===== config.mk =====
export PLATFORM = sky130hd
export DESIGN_NAME = reg_file_alu_mov_add_sub_cmp_core
export DESIGN_NICKNAME = d
export VERILOG_FILES = /design/src/rtl/rfalu_pkg.sv /design/src/rtl/reg_file_alu_mov_add_sub_cmp_core.sv
export SDC_FILE = /design/constraint.sdc
export NUM_CORES = 1
export LEC_CHECK = 0
export BUFFER_PORTS_ARGS = -buffer_cell sky130_fd_sc_hd__buf_2
export CAP_MARGIN = 20
export CORE_ASPECT_RATIO = 0.8
export CORE_MARGIN = 2
export CORE_UTILIZATION = 62
export CTS_BUF_LIST = sky130_fd_sc_hd__clkbuf_16
export DETAILED_ROUTE_END_ITERATION = 10
export GPL_TIMING_DRIVEN = 0
export PLACE_DENSITY_LB_ADDON = 0.08
export SLEW_MARGIN = 5
export SYNTH_ARGS = -nofsm -noshare
export SYNTH_HDL_FRONTEND = slang
export SYNTH_SLANG_ARGS = --single-unit

===== constraint.sdc =====
create_clock -name aclk -period 5.3 [get_ports aclk]
set_clock_uncertainty 0.2 [all_clocks]
set_input_delay 1.06 -clock aclk [delete_from_list [all_inputs] [get_ports aclk]]
set_output_delay 1.06 -clock aclk [all_outputs]
set_load 0.05 [all_outputs]

===== src/rtl/rfalu_pkg.sv =====
`default_nettype none
// ---------------------------------------------------------------------------
// rfalu_pkg: shared types and constants of the register file alu core
// operation codes, beat layout and flag masks used by the core
// ---------------------------------------------------------------------------
package rfalu_pkg;

    // default number of registers in the file
    localparam int REG_COUNT_DEF = 8;

    // field widths
    localparam int DATA_W  = 16;
    localparam int BYTE_W  = 8;
    localparam int INDEX_W = 3;
    localparam int OP_W    = 2;

    // packed beat widths, padded to whole bytes
    localparam int S_TDATA_W = 32;
    localparam int M_TDATA_W = 24;

    // sign masks for the two operand sizes
    localparam logic [DATA_W-1:0] SIGN_MASK_WORD = 16'h8000;
    localparam logic [DATA_W-1:0] SIGN_MASK_BYTE = 16'h0080;

    // operation codes
    typedef enum logic [OP_W-1:0] {
        OP_MOV = 2'd0,
        OP_ADD = 2'd1,
        OP_SUB = 2'd2,
        OP_CMP = 2'd3
    } op_t;

    // one decoded instruction beat
    typedef struct packed {
        op_t                operation;
        logic               wide;
        logic [INDEX_W-1:0] dst_index;
        logic               dst_high;
        logic               src_is_immediate;
        logic [INDEX_W-1:0] src_index;
        logic               src_high;
        logic [DATA_W-1:0]  immediate;
    } beat_t;

endpackage
`default_nettype wire


===== src/rtl/reg_file_alu_mov_add_sub_cmp_core.sv =====
`default_nettype none
// ---------------------------------------------------------------------------
// reg_file_alu_mov_add_sub_cmp_core: register file with mov/add/sub/cmp alu
// executes one instruction per beat on a file of 16-bit registers and keeps
// the zero and sign flags
// ---------------------------------------------------------------------------
//
// channel  dir  payload                                         handshake
// s_       in   instruction (operation .. immediate), 28 bits   s_tvalid/s_tready
// m_       out  result_value, zero_flag, sign_flag, 18 bits     m_tvalid/m_tready
//
// one instruction per cycle sustained while the result is not stalled; an accepted
// beat passes through the input register, then the result register
// register operands are read from the file when the beat is accepted, with a
// bypass from the instruction writing back in the same cycle
// aresetn clears the flags, the register valid bits and the handshake state;
// the file reads as zero until written, so no clearing pass is needed
// a stalled result holds; the input register keeps accepting while the result
// register is free or being drained
//
module reg_file_alu_mov_add_sub_cmp_core #(
    parameter int REG_COUNT = rfalu_pkg::REG_COUNT_DEF
) (
    input  wire logic                             aclk,
    input  wire logic                             aresetn,
    // fields from bit 0 up: operation[1:0], wide[2], dst_index[5:3],
    // dst_high[6], src_is_immediate[7], src_index[10:8], src_high[11],
    // immediate[27:12], zero pad[31:28]
    input  wire logic [rfalu_pkg::S_TDATA_W-1:0]  s_tdata,
    input  wire logic                             s_tvalid,
    output logic                                  s_tready,
    // fields from bit 0 up: result_value[15:0], zero_flag[16], sign_flag[17],
    // zero pad[23:18]
    output logic [rfalu_pkg::M_TDATA_W-1:0]       m_tdata,
    output logic                                  m_tvalid,
    input  wire logic                             m_tready
);

    localparam int ADDR_W = (REG_COUNT > 1) ? $clog2(REG_COUNT) : 1;
    localparam int DW     = rfalu_pkg::DATA_W;
    localparam int BW     = rfalu_pkg::BYTE_W;

    // unpack the incoming beat
    rfalu_pkg::beat_t s_beat;
    always_comb begin
        s_beat.operation        = rfalu_pkg::op_t'(s_tdata[1:0]);
        s_beat.wide             = s_tdata[2];
        s_beat.dst_index        = s_tdata[5:3];
        s_beat.dst_high         = s_tdata[6];
        s_beat.src_is_immediate = s_tdata[7];
        s_beat.src_index        = s_tdata[10:8];
        s_beat.src_high         = s_tdata[11];
        s_beat.immediate        = s_tdata[27:12];
    end

    // pipeline registers
    rfalu_pkg::beat_t  in_beat_reg;
    logic              in_valid_reg;
    logic              in_dst_ok_reg;
    logic [DW-1:0]     rd_dst_reg;
    logic [DW-1:0]     rd_src_reg;
    logic              out_valid_reg;
    logic [DW-1:0]     out_value_reg;
    logic              out_zero_reg;
    logic              out_sign_reg;
    logic              zero_bit_reg;
    logic              sign_bit_reg;

    // register file and its valid bits
    logic [DW-1:0]        rf_mem_reg [REG_COUNT];
    logic [REG_COUNT-1:0] rf_valid_reg;

    // handshake control
    logic s_fire;
    logic advance;
    logic exec_fire;

    assign advance   = !out_valid_reg || m_tready;
    assign exec_fire = in_valid_reg && advance;
    assign s_tready  = !in_valid_reg || advance;
    assign s_fire    = s_tvalid && s_tready;

    // read addresses and range checks at accept time
    logic              dst_ok;
    logic              src_ok;
    logic [ADDR_W-1:0] dst_addr;
    logic [ADDR_W-1:0] src_addr;

    assign dst_ok   = (32'(s_beat.dst_index) < REG_COUNT);
    assign src_ok   = (32'(s_beat.src_index) < REG_COUNT);
    assign dst_addr = ADDR_W'(s_beat.dst_index);
    assign src_addr = ADDR_W'(s_beat.src_index);

    // execute: operand selection
    logic [DW-1:0] src_val;
    logic [DW-1:0] op_a;
    logic [DW-1:0] op_b;
    logic [DW-1:0] alu_raw;
    logic [DW-1:0] alu_res;
    logic [DW-1:0] wb_val;
    logic          res_zero;
    logic          res_sign;

    always_comb begin
        src_val = in_beat_reg.src_is_immediate ? in_beat_reg.immediate : rd_src_reg;
        if (in_beat_reg.wide) begin
            op_a = rd_dst_reg;
            op_b = src_val;
        end else begin
            op_a = {{(DW-BW){1'b0}},
                    in_beat_reg.dst_high ? rd_dst_reg[DW-1:BW] : rd_dst_reg[BW-1:0]};
            op_b = {{(DW-BW){1'b0}},
                    (in_beat_reg.src_high && !in_beat_reg.src_is_immediate)
                        ? src_val[DW-1:BW] : src_val[BW-1:0]};
        end
    end

    // execute: alu
    always_comb begin
        unique case (in_beat_reg.operation)
            rfalu_pkg::OP_MOV: alu_raw = op_b;
            rfalu_pkg::OP_ADD: alu_raw = op_a + op_b;
            default:           alu_raw = op_a - op_b;
        endcase
        alu_res  = in_beat_reg.wide ? alu_raw : {{(DW-BW){1'b0}}, alu_raw[BW-1:0]};
        res_zero = (alu_res == '0);
        res_sign = in_beat_reg.wide ? ((alu_res & rfalu_pkg::SIGN_MASK_WORD) != '0)
                                    : ((alu_res & rfalu_pkg::SIGN_MASK_BYTE) != '0);
    end

    // execute: write-back value merges the byte into the old register
    always_comb begin
        if (in_beat_reg.wide) begin
            wb_val = alu_res;
        end else if (in_beat_reg.dst_high) begin
            wb_val = {alu_res[BW-1:0], rd_dst_reg[BW-1:0]};
        end else begin
            wb_val = {rd_dst_reg[DW-1:BW], alu_res[BW-1:0]};
        end
    end

    logic              wr_en;
    logic [ADDR_W-1:0] wr_addr;
    logic              flag_upd;

    assign wr_en    = exec_fire && in_dst_ok_reg && (in_beat_reg.operation != rfalu_pkg::OP_CMP);
    assign wr_addr  = ADDR_W'(in_beat_reg.dst_index);
    assign flag_upd = exec_fire && (in_beat_reg.operation != rfalu_pkg::OP_MOV);

    // register file write
    always_ff @(posedge aclk) begin
        if (wr_en) begin
            rf_mem_reg[wr_addr] <= wb_val;
        end
    end

    always_ff @(posedge aclk) begin
        if (!aresetn) begin
            rf_valid_reg <= '0;
        end else if (wr_en) begin
            rf_valid_reg[wr_addr] <= 1'b1;
        end
    end

    // register file read with write bypass, captured with the beat
    always_ff @(posedge aclk) begin
        if (s_fire) begin
            in_beat_reg   <= s_beat;
            in_dst_ok_reg <= dst_ok;
            if (!dst_ok) begin
                rd_dst_reg <= '0;
            end else if (wr_en && (wr_addr == dst_addr)) begin
                rd_dst_reg <= wb_val;
            end else if (!rf_valid_reg[dst_addr]) begin
                rd_dst_reg <= '0;
            end else begin
                rd_dst_reg <= rf_mem_reg[dst_addr];
            end
            if (!src_ok) begin
                rd_src_reg <= '0;
            end else if (wr_en && (wr_addr == src_addr)) begin
                rd_src_reg <= wb_val;
            end else if (!rf_valid_reg[src_addr]) begin
                rd_src_reg <= '0;
            end else begin
                rd_src_reg <= rf_mem_reg[src_addr];
            end
        end
    end

    // flags
    logic zero_next;
    logic sign_next;

    assign zero_next = flag_upd ? res_zero : zero_bit_reg;
    assign sign_next = flag_upd ? res_sign : sign_bit_reg;

    always_ff @(posedge aclk) begin
        if (!aresetn) begin
            zero_bit_reg <= 1'b0;
            sign_bit_reg <= 1'b0;
        end else begin
            zero_bit_reg <= zero_next;
            sign_bit_reg <= sign_next;
        end
    end

    // valid bits of both stages
    logic in_valid_next;
    logic out_valid_next;

    always_comb begin
        in_valid_next = in_valid_reg;
        if (s_fire) begin
            in_valid_next = 1'b1;
        end else if (exec_fire) begin
            in_valid_next = 1'b0;
        end
        out_valid_next = out_valid_reg;
        if (exec_fire) begin
            out_valid_next = 1'b1;
        end else if (m_tready) begin
            out_valid_next = 1'b0;
        end
    end

    always_ff @(posedge aclk) begin
        if (!aresetn) begin
            in_valid_reg  <= 1'b0;
            out_valid_reg <= 1'b0;
        end else begin
            in_valid_reg  <= in_valid_next;
            out_valid_reg <= out_valid_next;
        end
    end

    // result register
    always_ff @(posedge aclk) begin
        if (exec_fire) begin
            out_value_reg <= alu_res;
            out_zero_reg  <= zero_next;
            out_sign_reg  <= sign_next;
        end
    end

    assign m_tvalid = out_valid_reg;
    assign m_tdata  = {{(rfalu_pkg::M_TDATA_W-DW-2){1'b0}},
                       out_sign_reg, out_zero_reg, out_value_reg};

`ifndef SYNTH
    // cmp never writes the register file
    a_cmp_no_write: assert property (@(posedge aclk) disable iff (!aresetn)
        wr_en |-> (in_beat_reg.operation != rfalu_pkg::OP_CMP))
        else $error("cmp wrote the register file");

    // mov leaves the stored flags alone
    a_mov_flags: assert property (@(posedge aclk) disable iff (!aresetn)
        (exec_fire && (in_beat_reg.operation == rfalu_pkg::OP_MOV))
        |=> (zero_bit_reg == $past(zero_bit_reg)) && (sign_bit_reg == $past(sign_bit_reg)))
        else $error("mov changed the flags");

    // an executed instruction shows up as a result beat with the stored flags
    a_exec_result: assert property (@(posedge aclk) disable iff (!aresetn)
        exec_fire |=> m_tvalid && (out_zero_reg == zero_bit_reg)
                      && (out_sign_reg == sign_bit_reg))
        else $error("result beat does not match executed instruction");

    // a held instruction only waits on a stalled result
    a_hold_reason: assert property (@(posedge aclk) disable iff (!aresetn)
        (in_valid_reg && !exec_fire) |-> (out_valid_reg && !m_tready))
        else $error("instruction held without a stalled result");
`endif

endmodule
`default_nettype wire

======== Word-level counts from Yosys, hierarchy flattened ========
Memory sizes are Yosys's and may differ from the RTL's.
Index checks and enable logic that the tools add are counted.
cells by class
  $add $sub $neg .......................... 2
  $lt $le $gt $ge ......................... 4
  eq/ne operators ......................... 4
  mux-type cells .......................... 28
  bitwise gates (word level) .............. 1
  reductions and logical operators ........ 18
operators by type and width
  operator                                                    count
  two-way mux 16 bit                                          10
  case mux 16 bit (2 select lines)                            1
  adder 16 bit                                                1
  zero test 16 bit                                            1
  two-way mux 8 bit                                           2
  subtractor 16 bit                                           1
  less-than comparator 3 x 4 -> 1 bit, second input constant  3
  two-way mux 1 bit                                           12
  logical AND 1 bit                                           8
  OR 8 bit                                                    1
  binary-select mux 1 bit (select 3 bit)                      2
  equality test 3 bit                                         2
  nonzero test 2 bit                                          3
  demux 1 bit (select 3 bit)                                  1
  >= comparator 3 x 1 -> 1 bit, second input constant         1
  zero test 1 bit                                             3
  equality test 2 x 1 -> 1 bit, second input constant         1
  zero test 2 bit                                             1
  logical OR 1 bit                                            2
  != test 2 bit, second input constant                        1
word-level totals
  register bits ........................... 87
  RAM bits ................................ 128
  logic and storage cells ................. 75
  memories kept ........................... 1
memories
  name        words  width  rd ports  clocked after memory_dff  write ports  line                                     source
  rf_mem_reg  8      16     2         0                         1            reg_file_alu_mov_add_sub_cmp_core.sv:70  logic [DW-1:0] rf_mem_reg [REG_COUNT];

======== Longest topological paths before layout ========
Gate-level depths: netlist of run 1.
  depth after elaboration ................. 10
  gate-level depth with buffers ........... 19

======== Least setup slack after synthesis of run 1 ========
No wires, ideal clock.
  path kind ............................... input to register
  start point ............................. input m_tready
  end point ............................... memory rf_mem_reg[0][0] (netlist name) (enable)
  arrival ................................. 4.059 ns
  path slack .............................. 0.607 ns
  stages on the path ...................... 4
  cell sequence ........................... nor2b_1 -> nor2b_1 -> nand2_1 -> nor4_1
between the ends
  word-level cells in the longest chain between the ends .. 5
ends and longest elaborated chain
  item                                     line                                      source
  start: declaration                       reg_file_alu_mov_add_sub_cmp_core.sv:36   input wire logic m_tready
  logical OR 1 bit                         reg_file_alu_mov_add_sub_cmp_core.sv:78   assign advance = !out_valid_reg || m_tready;
  logical AND 1 bit                        reg_file_alu_mov_add_sub_cmp_core.sv:79   assign exec_fire = in_valid_reg && advance;
  named net exec_fire                      reg_file_alu_mov_add_sub_cmp_core.sv:76   logic exec_fire;
  logical AND 1 bit                        reg_file_alu_mov_add_sub_cmp_core.sv:146  assign wr_en = exec_fire && in_dst_ok_reg && (in_beat_reg.operation != rfalu_pkg::OP_CMP);
  two-way mux 1 bit                        reg_file_alu_mov_add_sub_cmp_core.sv:152  if (wr_en) begin
  two-way mux 1 bit (implied by the code)  reg_file_alu_mov_add_sub_cmp_core.sv:153  rf_mem_reg[wr_addr] <= wb_val;
  end: declaration                         reg_file_alu_mov_add_sub_cmp_core.sv:70
The timed path passes the listed nets, and every way through them passes these cells.

======== Worst setup path in the final report of run 1 ========
  start point ............................. register in_beat_reg[25] (netlist name)
  end point ............................... memory rf_mem_reg[4][15] (netlist name) (data pin)
between the ends
  word-level cells in the longest chain between the ends .. 6
  elaborated cells between the ends (all ways) .. 8
ends and longest elaborated chain
  item                                                      line                                                                                source
  start: declaration                                        reg_file_alu_mov_add_sub_cmp_core.sv:57                                             rfalu_pkg::beat_t in_beat_reg;
  start signal: assignment                                  reg_file_alu_mov_add_sub_cmp_core.sv:168                                            in_beat_reg <= s_beat;
  two-way mux 16 bit                                        reg_file_alu_mov_add_sub_cmp_core.sv:106                                            if (in_beat_reg.wide) begin
  subtractor 16 bit / adder 16 bit (equally long branches)  reg_file_alu_mov_add_sub_cmp_core.sv:123, reg_file_alu_mov_add_sub_cmp_core.sv:122
  case mux 16 bit (2 select lines)                          reg_file_alu_mov_add_sub_cmp_core.sv:120                                            unique case (in_beat_reg.operation)
  two-way mux 16 bit                                        reg_file_alu_mov_add_sub_cmp_core.sv:125                                            alu_res = in_beat_reg.wide ? alu_raw : {{(DW-BW){1'b0}}, alu_raw[BW-1:0]};
  two-way mux 16 bit                                        reg_file_alu_mov_add_sub_cmp_core.sv:135                                            end else if (in_beat_reg.dst_high) begin
  two-way mux 16 bit *                                      reg_file_alu_mov_add_sub_cmp_core.sv:133                                            if (in_beat_reg.wide) begin
  named net wb_val[15]                                      reg_file_alu_mov_add_sub_cmp_core.sv:100                                            logic [DW-1:0] wb_val;
Mark *: on every way through the listed nets, which the timed path passes. The rest lies on a longest branch.

==> flow_summary.ini, run 1 <==
[clock_network]
path_clk_slew_ns = 0.06
cts_max_path_buffers = 3
cts_tree = done
cts_htree_levels = 1
insertion_delay_ns = 0.52
numCtsBuffers = 22
root_buffer = clkbuf_16
clkSinkCount = 215

[pwr]
p_comb_frac = 0.185
p_int_uw = 3126
p_leak_uw = 0.004720
vdd_drop_max_uv = 368.8
p_sw_uw = 1192
sw_frac_of_total = 0.2760
p_clk_frac = 0.345
power.share.sequential = 0.470
power_density_nw_per_um2 = 337.3

[timing]
min_period_ns = 5.051
min_period_over_period = 0.9530
whs_ns = 0.3006
drv_slew = 0
setup-violations-final = 0
tightestPinTransition_ns = 1.018
hold_viol = 0
setup_tns_ns = 0
rsz0062_at_grt = false
fmax_ghz = 0.1980
slew_headroom = 0.3153

[global_route]
grt_pass1_vias = 7365
grt_pass1_wl_mm = 43.66
grtUsageTotal = 0.3025
grt_max_degree = 37
overflow = 0
grt_antenna_before_repair = 0

[setup_path]
critPathArrivalTime_ns = 5.07
slowest_stage = edfxtp_1
start_kind = flip-flop
cp_cell_sequence = buf_4 -> and3b_1 -> a211oi_1 -> or2_2 -> ha_1 -> and3_1 -> a21oi_1 -> xnor2_1 -> ha_1 -> a211o_1 -> o21ai_1 -> a31oi_1 -> xnor2_1 -> mux2_4 -> xor2_2 -> mux2i_4
critPathMaxStageDelay_ns = 0.54
crit_type = reg2reg
cp-end-kind = flip-flop
cp_max_fo = 10
critical-path-top-delay-family = compound AO/OA/AOI/OAI gates
path_buf_inv = 1
crit_required_ns = 5.32

[logic_synthesis]
syn_area_um2 = 11240
ys_ff_latch = 215
ys_warn_count = 0
avgSynthCellArea_um2 = 14.51
dominantRegCellSynth = edfxtp_1
synth-edff-count = 203
synthDistinctLibCells = 66
yosysSeqAreaShare = 0.5635
netlist_instances = 775
async_flop_share = 0

[floorplan]
io-pin-count = 62
die_h_um = 124.5
core_um2 = 17950
row_count = 44
dieArea_um2 = 19240
die-width_um = 154.6
start_util = 0.6265

[drt]
drc_errors = 0
totalWireLength_mm = 28.43
drt_iter0_markers = 929
viasPerCell = 6.576
wl_met3_mm = 2.231
drtAntennaViolNets = 0
drt-pass1-iter-count = 7
wl_per_cell_um = 25.56
dr_total_vias = 7312
wl_met2_mm = 13.73
met1_length_mm = 11.86
highest_layer = met4

[finish]
nets = 922
drive_gt1_frac = 0.2642
n_antenna_cell = 0
largest_reg_flops = 128
final_common_cell = edfxtp_1
areaGrowthSynthToFinish_pct = 13.81
final_util = 0.7131
final_cell_mix = 203 x edfxtp_1, 68 x mux4_2, 53 x mux2i_1, 50 x buf_2, 40 x nor2_1

[job]
drv_cap = 0

[placement]
port_buffers = 48
place_congestion = 0.9084
dp_hpwl_mm = 20.38

[hold_path]
hp-class = reg2reg

[outcome]
outcome = finished, final reports clean
power by group through the flow:
stage	clock (uW)	combinational [uW]	sequential (uW)
2_1_floorplan	0	504	2090
3_3_place_gp	0	737	2060
3_5_place_dp	0	764	2060
4_1_cts	1500	772	2030
5_1_grt	1560	859	2040
6_report	1490	798	2030
final timing paths:
| kind | from | end | slack [ns] | depth (start not counted) |
|---|---|---|---|---|
| setup reg to reg | in_beat_reg[25] | rf_mem_reg[4][15] | 0.25 | 16 |
| hold reg to reg | rf_valid_reg[0] | rf_valid_reg[0] | 0.30 | 1 |
| hold / removal | rf_valid_reg[0] | rf_valid_reg[0] | 0.30 | 1 |
| setup / recovery | in_beat_reg[25] | rf_mem_reg[4][15] | 0.25 | 16 |
area by class of cell:
cell class              instances  area (um2)
plain buffers                  52       251.5
clock buffers                  22       550.5
clock inverters                17       151.4
fillers                      1171        5150
inverters                      24       93.84
multi-input cells             485        4671
flip-flops and latches        215        6336
well taps                     230       287.8
repair buffers                 67       455.4
timing repair:
item,4_1_cts,5_1_grt
buffers inserted,0,4
hold buffers,0,0
endpoints found under the setup margin,60,40
pin swaps,0,0
resized for setup,5,10
per-stage QoR:
| step | power, uW | area (um2) | cells | setup WS (ns) |
|---|---|---|---|---|
| after floorplan | 2597 | 11260 | 780 | 0.6073 |
| after global placement | 2800 | 11790 | 1058 | -1.802 |
| after detailed placement | 2828 | 12000 | 1072 | -0.4839 |
| after CTS | 4305 | 12710 | 1110 | 0.04633 |
| after global routing | 4452 | 12800 | 1112 | 0.01581 |
| final | 4317 | 12800 | 1112 | 0.2492 |
logic make-up (layout without fill, tap and decap cells):
group / count (synthesis) / count (layout) / share of synthesized area
xor gates and xnor gates: 28 / 28 / 0.02181
and+or+nand+nor: 159 / 159 / 0.07455
DFF: 215 / 215 / 0.5635
AOI/OAI and AO/OA: 131 / 131 / 0.08156
buffers and inverters: 80 / 182 / 0.03160
other: 1 / 6 / 0.0003335
adders and majority gates: 19 / 19 / 0.02181
muxes: 142 / 142 / 0.2049
per-layer routing:
metal  GRT usage  vias up
li1            -     3243
met1      0.4278     3647
met2      0.4992      380
met3     0.05080       42
met4     0.07462        0
met5           0        -
synth_stat cells (16+ instances only):
cell type	n	area, um2
o22ai_1	30	187.7
a21oi_1	29	145.1
mux2i_1	54	540.5
mux2_2	18	202.7
nor2_1	43	161.4
inv_1	23	86.33
mux4_2	68	1531
nand2_1	38	142.6
edfxtp_1	203	6096
ha_1	18	225.2
o21ai_0	16	80.08
clkbuf_1	34	127.6
Power figures use the tool's default switching activity.
==> inputs of run 2 (changes only) <==
==> constraint.sdc (replaced) <==
create_clock -name aclk -period 5.3 [get_ports aclk]
set_clock_uncertainty 0.2 [all_clocks]
set_input_delay 0.53 -clock aclk [delete_from_list [all_inputs] [get_ports aclk]]
set_output_delay 0.53 -clock aclk [all_outputs]
set_load 0.05 [all_outputs]
==> run 2 against run 1 <==
  * Clock power about the same
  * Fmax up 0.84%
  * Worst setup slack improved by 0.042 ns
  * Sequential share of layout area decreased by 0.87 points
  * Count of clock-buffer cells in the layout unchanged
  * Flip-flop and latch count unchanged
  * Final area increased by 1.8%
  * Critical path depth is the same
  * Total power up 0.34%
  * Cell count increased by 2.1%
  * Register-to-register slack improved by 0.04 ns
  * Critical path type unchanged
  * Highest routed layer unchanged
==> flow_summary.ini, run 2 (synthesis results as in run 1) <==
[setup_path]
crit-reg2reg-capture = rf_mem_reg[3][15]
crit_type = reg2reg
crit_required_ns = 5.32
start_kind = flip-flop
critPathArrivalTime_ns = 5.03
worst_r2r_path_depth = 16
regToRegStartpoint = in_beat_reg[25]
cp_max_fo = 10
r2r_setup_slack_ns = 0.29
cp-end-kind = flip-flop

[timing]
tightestPinTransition_ns = 1.046
rsz0062_at_grt = false
slew_headroom = 0.3029
min_period_over_period = 0.9451
setup_tns_ns = 0
drv_slew = 0
hold_viol = 0
min_period_ns = 5.009
whs_ns = 0.01429
fmax_ghz = 0.1996
setup-violations-final = 0

[floorplan]
start_util = 0.6265
io-pin-count = 62
row_count = 44
die-width_um = 154.6
core_um2 = 17950
dieArea_um2 = 19240
die_h_um = 124.5

[placement]
port_buffers = 48
dp_hpwl_mm = 20.38
place_congestion = 0.9084
placed_cells = 1072

[pwr]
vdd_drop_max_uv = 366.0
p_clk_frac = 0.344
p_int_uw = 3137
power.share.sequential = 0.469
sw_frac_of_total = 0.2759
finalPower_uw = 4332
p_comb_frac = 0.187
p_leak_uw = 0.004816
power_density_nw_per_um2 = 332.5
p_sw_uw = 1195

[global_route]
grt_antenna_before_repair = 0
grtUsageTotal = 0.3054
grt_pass1_wl_mm = 44.18
grt_pass1_vias = 7479
overflow = 0
grt_max_degree = 37

[drt]
dr_total_vias = 7447
totalWireLength_mm = 28.74
viasPerCell = 6.561
wl_per_cell_um = 25.32
drc_errors = 0
drt_iter0_markers = 820
drtAntennaViolNets = 0
drt-pass1-iter-count = 5

[finish]
drive_gt1_frac = 0.2575
final_cells = 1135
final_common_cell = edfxtp_1
final_cell_mix = 203 x edfxtp_1, 68 x mux4_2, 53 x mux2i_1, 50 x buf_2, 40 x nor2_1
n_antenna_cell = 0
nets = 945
areaGrowthSynthToFinish_pct = 15.86
largest_reg_flops = 128
fillers = 1144

[hold_path]
hold_path.startpoint = s_tdata[27]
holdPathEnd = in_beat_reg[15]
hp-class = in2reg
min_path_cells = 1

[clock_network]
clkSinkCount = 215
cts_tree = done
path_clk_slew_ns = 0.06
insertion_delay_ns = 0.52
numCtsBuffers = 22
cts_htree_levels = 1
root_buffer = clkbuf_16
cts_max_path_buffers = 3

[job]
drv_cap = 0

[outcome]
outcome = finished, final reports clean
[run 2: cell types whose count changed in the layout (fill, tap and decap cells not counted), sizes merged]
cell         delta
dlygate4sd3    +23
[run 2: stage by stage]
| stage | setup WS [ns] | area (um2) | util |
|---|---|---|---|
| detailed placement | -0.4839 | 12000 | 0.6686 |
| CTS | 0.04633 | 12940 | 0.7209 |
| global placement | -1.272 | 11790 | 0.6570 |
| finish | 0.2911 | 13030 | 0.7259 |
| floorplan | 0.8269 | 11260 | - |
| global route | 0.01648 | 13030 | 0.7259 |
[run 2: power groups by stage]
stage / combinational, uW / clock, uW / sequential, uW
after global placement: 737 / 0 / 2060
after global routing: 874 / 1560 / 2030
after floorplan: 504 / 0 / 2090
after CTS: 785 / 1500 / 2030
after detailed placement: 764 / 0 / 2060
final: 812 / 1490 / 2030
[run 2: critical path, stage by stage (launching register included)]
cell      delay, ns
edfxtp_1       0.55
buf_4          0.26
and3b_1        0.20
a211oi_1       0.27
or2_2          0.22
ha_1           0.19
and3_1         0.21
a21oi_1        0.10
xnor2_1        0.17
ha_1           0.40
a211o_1        0.33
o21ai_1        0.35
a31oi_1        0.22
xnor2_1        0.22
mux2_4         0.37
xor2_2         0.29
mux2i_4        0.16
[run 2: final cells by class]
cell class	instances	area, um2	share of cell area
Inverter	24	93.84	0.007203
Buffer	52	251.5	0.01930
Sequential cell	215	6336	0.4864
Multi-Input combinational cell	485	4671	0.3585
Timing Repair Buffer	90	685.7	0.05263
Tap cell	230	287.8	0.02209
Clock inverter	17	151.4	0.01162
Clock buffer	22	550.5	0.04226
[run 2: worst max path at each step]
stage / startpoint / endpoint / slack (ns) / cells past startpoint
final: in_beat_reg[25] / rf_mem_reg[3][15] / 0.29 / 16
after detailed placement: in_beat_reg[25] / rf_mem_reg[7][15] / -0.48 / 15
after global placement: m_tready / rf_mem_reg[0][11] / -1.27 / 5
after floorplan: in_beat_reg[25] / out_zero_reg / 0.83 / 14
after global routing: in_beat_reg[25] / out_zero_reg / 0.02 / 16
after CTS: in_beat_reg[25] / out_zero_reg / 0.05 / 13
[run 2: what timing repair did]
| action | 4_1_cts | 5_1_grt |
|---|---|---|
| hold buffers | 23 | 0 |
| endpoints found under the hold margin | 23 | 0 |
| buffers inserted | 0 | 4 |
| gates cloned | 0 | 0 |
| resized for setup | 5 | 10 |
| pin swaps | 0 | 0 |
| endpoints found under the setup margin | 60 | 40 |
[run 2: per-layer routing]
| metal | global-route usage | vias up | routed length [um] |
|---|---|---|---|
| met5 | 0 | - | 0 |
| li1 | - | 3288 | - |
| met1 | 0.4352 | 3750 | 12070 |
| met2 | 0.5084 | 363 | 13950 |
| met4 | 0.07081 | 0 | 629 |
| met3 | 0.04384 | 46 | 2100 |
==> inputs of run 3 (changes only) <==
--- a/config.mk
+++ b/config.mk
@@ -14,6 +14,7 @@
 export DETAILED_ROUTE_END_ITERATION = 10
 export GPL_TIMING_DRIVEN = 0
 export PLACE_DENSITY_LB_ADDON = 0.08
+export REMOVE_ABC_BUFFERS = 1
 export SLEW_MARGIN = 5
 export SYNTH_ARGS = -nofsm -noshare
 export SYNTH_HDL_FRONTEND = slang
==> run 3 against run 2 <==
  * Die area stayed put
  * Total power shrank 1.1%
  * Fmax fell by 2.4%
  * Critical path depth is 5 lower
  * Largest cell class unchanged
==> flow_summary.ini, run 3 (synthesis results as in run 1) <==
[finish]
final_util = 0.7207
final_area_um2 = 12930
nets = 909
largest_reg_flops = 128
n_antenna_cell = 0
areaGrowthSynthToFinish_pct = 15.02
fillers = 1178
drive_gt1_frac = 0.2805
final_cell_mix = 203 x edfxtp_1, 68 x mux4_2, 53 x mux2i_1, 51 x buf_2, 40 x nor2_1
final_common_cell = edfxtp_1

[setup_path]
cp-end-kind = flip-flop
crit_type = reg2reg
r2r_setup_slack_ns = 0.17
crit_required_ns = 5.42
regToRegStartpoint = in_beat_reg[25]
cp_max_fo = 16
slowest_stage = nand2_2
path_buf_inv = 1
crit-reg2reg-capture = out_zero_reg
cp_cell_sequence = clkinvlp_4 -> nand2_2 -> mux2_2 -> ha_1 -> fa_1 -> xor2_1 -> or4_1 -> or4b_1 -> nor4_1 -> nand4_1 -> o31ai_1
worst_r2r_path_depth = 11
critPathArrivalTime_ns = 5.25
critPathMaxStageDelay_ns = 0.55
start_kind = flip-flop
critical-path-top-delay-family = simple AND/OR/NAND/NOR gates

[floorplan]
io-pin-count = 62
start_util = 0.6265
dieArea_um2 = 19240
die_h_um = 124.5
die-width_um = 154.6
row_count = 44
core_um2 = 17950

[drt]
drt-pass1-iter-count = 5
viasPerCell = 6.686
drt_iter0_markers = 807
dr_total_vias = 7355
drtAntennaViolNets = 0
drc_errors = 0
wl_per_cell_um = 25.84
totalWireLength_mm = 28.43

[job]
drv_cap = 0

[hold_path]
hold_path.startpoint = s_tdata[22]
hp-class = in2reg
min_path_cells = 1
holdPathEnd = in_beat_reg[10]

[timing]
slew_headroom = 0.3430
setup-violations-final = 0
fmax_ghz = 0.1948
hold_viol = 0
drv_slew = 0
tightestPinTransition_ns = 0.9818
min_period_ns = 5.133
min_period_over_period = 0.9684
whs_ns = 0.01470
rsz0062_at_grt = false

[global_route]
grt_pass1_vias = 7418
overflow = 0
grtUsageTotal = 0.2986
grt_pass1_wl_mm = 43.15
grt_max_degree = 37
grt_antenna_before_repair = 0

[clock_network]
clkSinkCount = 215
root_buffer = clkbuf_16
cts_htree_levels = 1
insertion_delay_ns = 0.51
cts_max_path_buffers = 3
numCtsBuffers = 22
cts_tree = done
path_clk_slew_ns = 0.06

[pwr]
vdd_drop_max_uv = 402.6
power_density_nw_per_um2 = 331.2
p_leak_uw = 0.004793

[outcome]
outcome = finished, final reports clean

[placement]
place_congestion = 0.9908
postPlaceCellArea_um2 = 11840
dp_hpwl_mm = 19.36
port_buffers = 51
run 3: what timing repair did:
action / CTS / global route
endpoints found under the setup margin: 121 / 55
gates resized for setup: 6 / 12
cloned: 0 / 0
hold endpoints to repair: 21 / 0
hold buffers: 21 / 0
buffers inserted: 8 / 6
pin swaps: 0 / 1
run 3: stage by stage:
step           setup WS (ns)  instances  total power (uW)  TNS [ns]
2_1_floorplan         0.5341        724              2560         0
3_3_place_gp          -1.733       1005              2768   -134.70
3_5_place_dp          -1.036       1025              2797    -56.49
4_1_cts              0.01791       1094              4269         0
5_1_grt             0.003035       1100              4425         0
6_report              0.1675       1100              4284         0
run 3: worst max path at each step:
stage,start,to,slack (ns),cells past startpoint
after global placement,m_tready,rf_mem_reg[0][12],-1.73,5
after global routing,in_beat_reg[25],out_zero_reg,0.003,16
after detailed placement,in_beat_reg[25],out_zero_reg,-1.04,13
final,in_beat_reg[25],out_zero_reg,0.17,11
after floorplan,in_beat_reg[25],rf_mem_reg[0][15],0.53,15
after CTS,in_beat_reg[25],rf_mem_reg[4][15],0.02,18
run 3: cell type report:
cell class                 instances  area, um2  area share
clock buffer                      24      600.6     0.04643
tap                              230      287.8     0.02225
sequential                       215       6336      0.4899
clock inverter                    16      85.08    0.006578
multi-input combinational        485       4692      0.3628
timing repair buffer             106      838.3     0.06482
inverter                          24      93.84    0.007255
run 3: metal layers:
metal / vias to the layer above / routed length [um] / track usage
li1: 3212 / - / -
met1: 3700 / 11560 / 0.4343
met2: 374 / 13660 / 0.4764
met3: 69 / 2333 / 0.04593
met4: 0 / 875 / 0.08606
met5: - / 0 / 0
run 3: power by group:
part | leakage, uW | switching, uW | internal [uW]
clock | 0.000360 | 643 | 821
sequential | 0.00200 | 34.1 | 2000
combinational | 0.00243 | 506 | 284
total | 0.00479 | 1180 | 3100
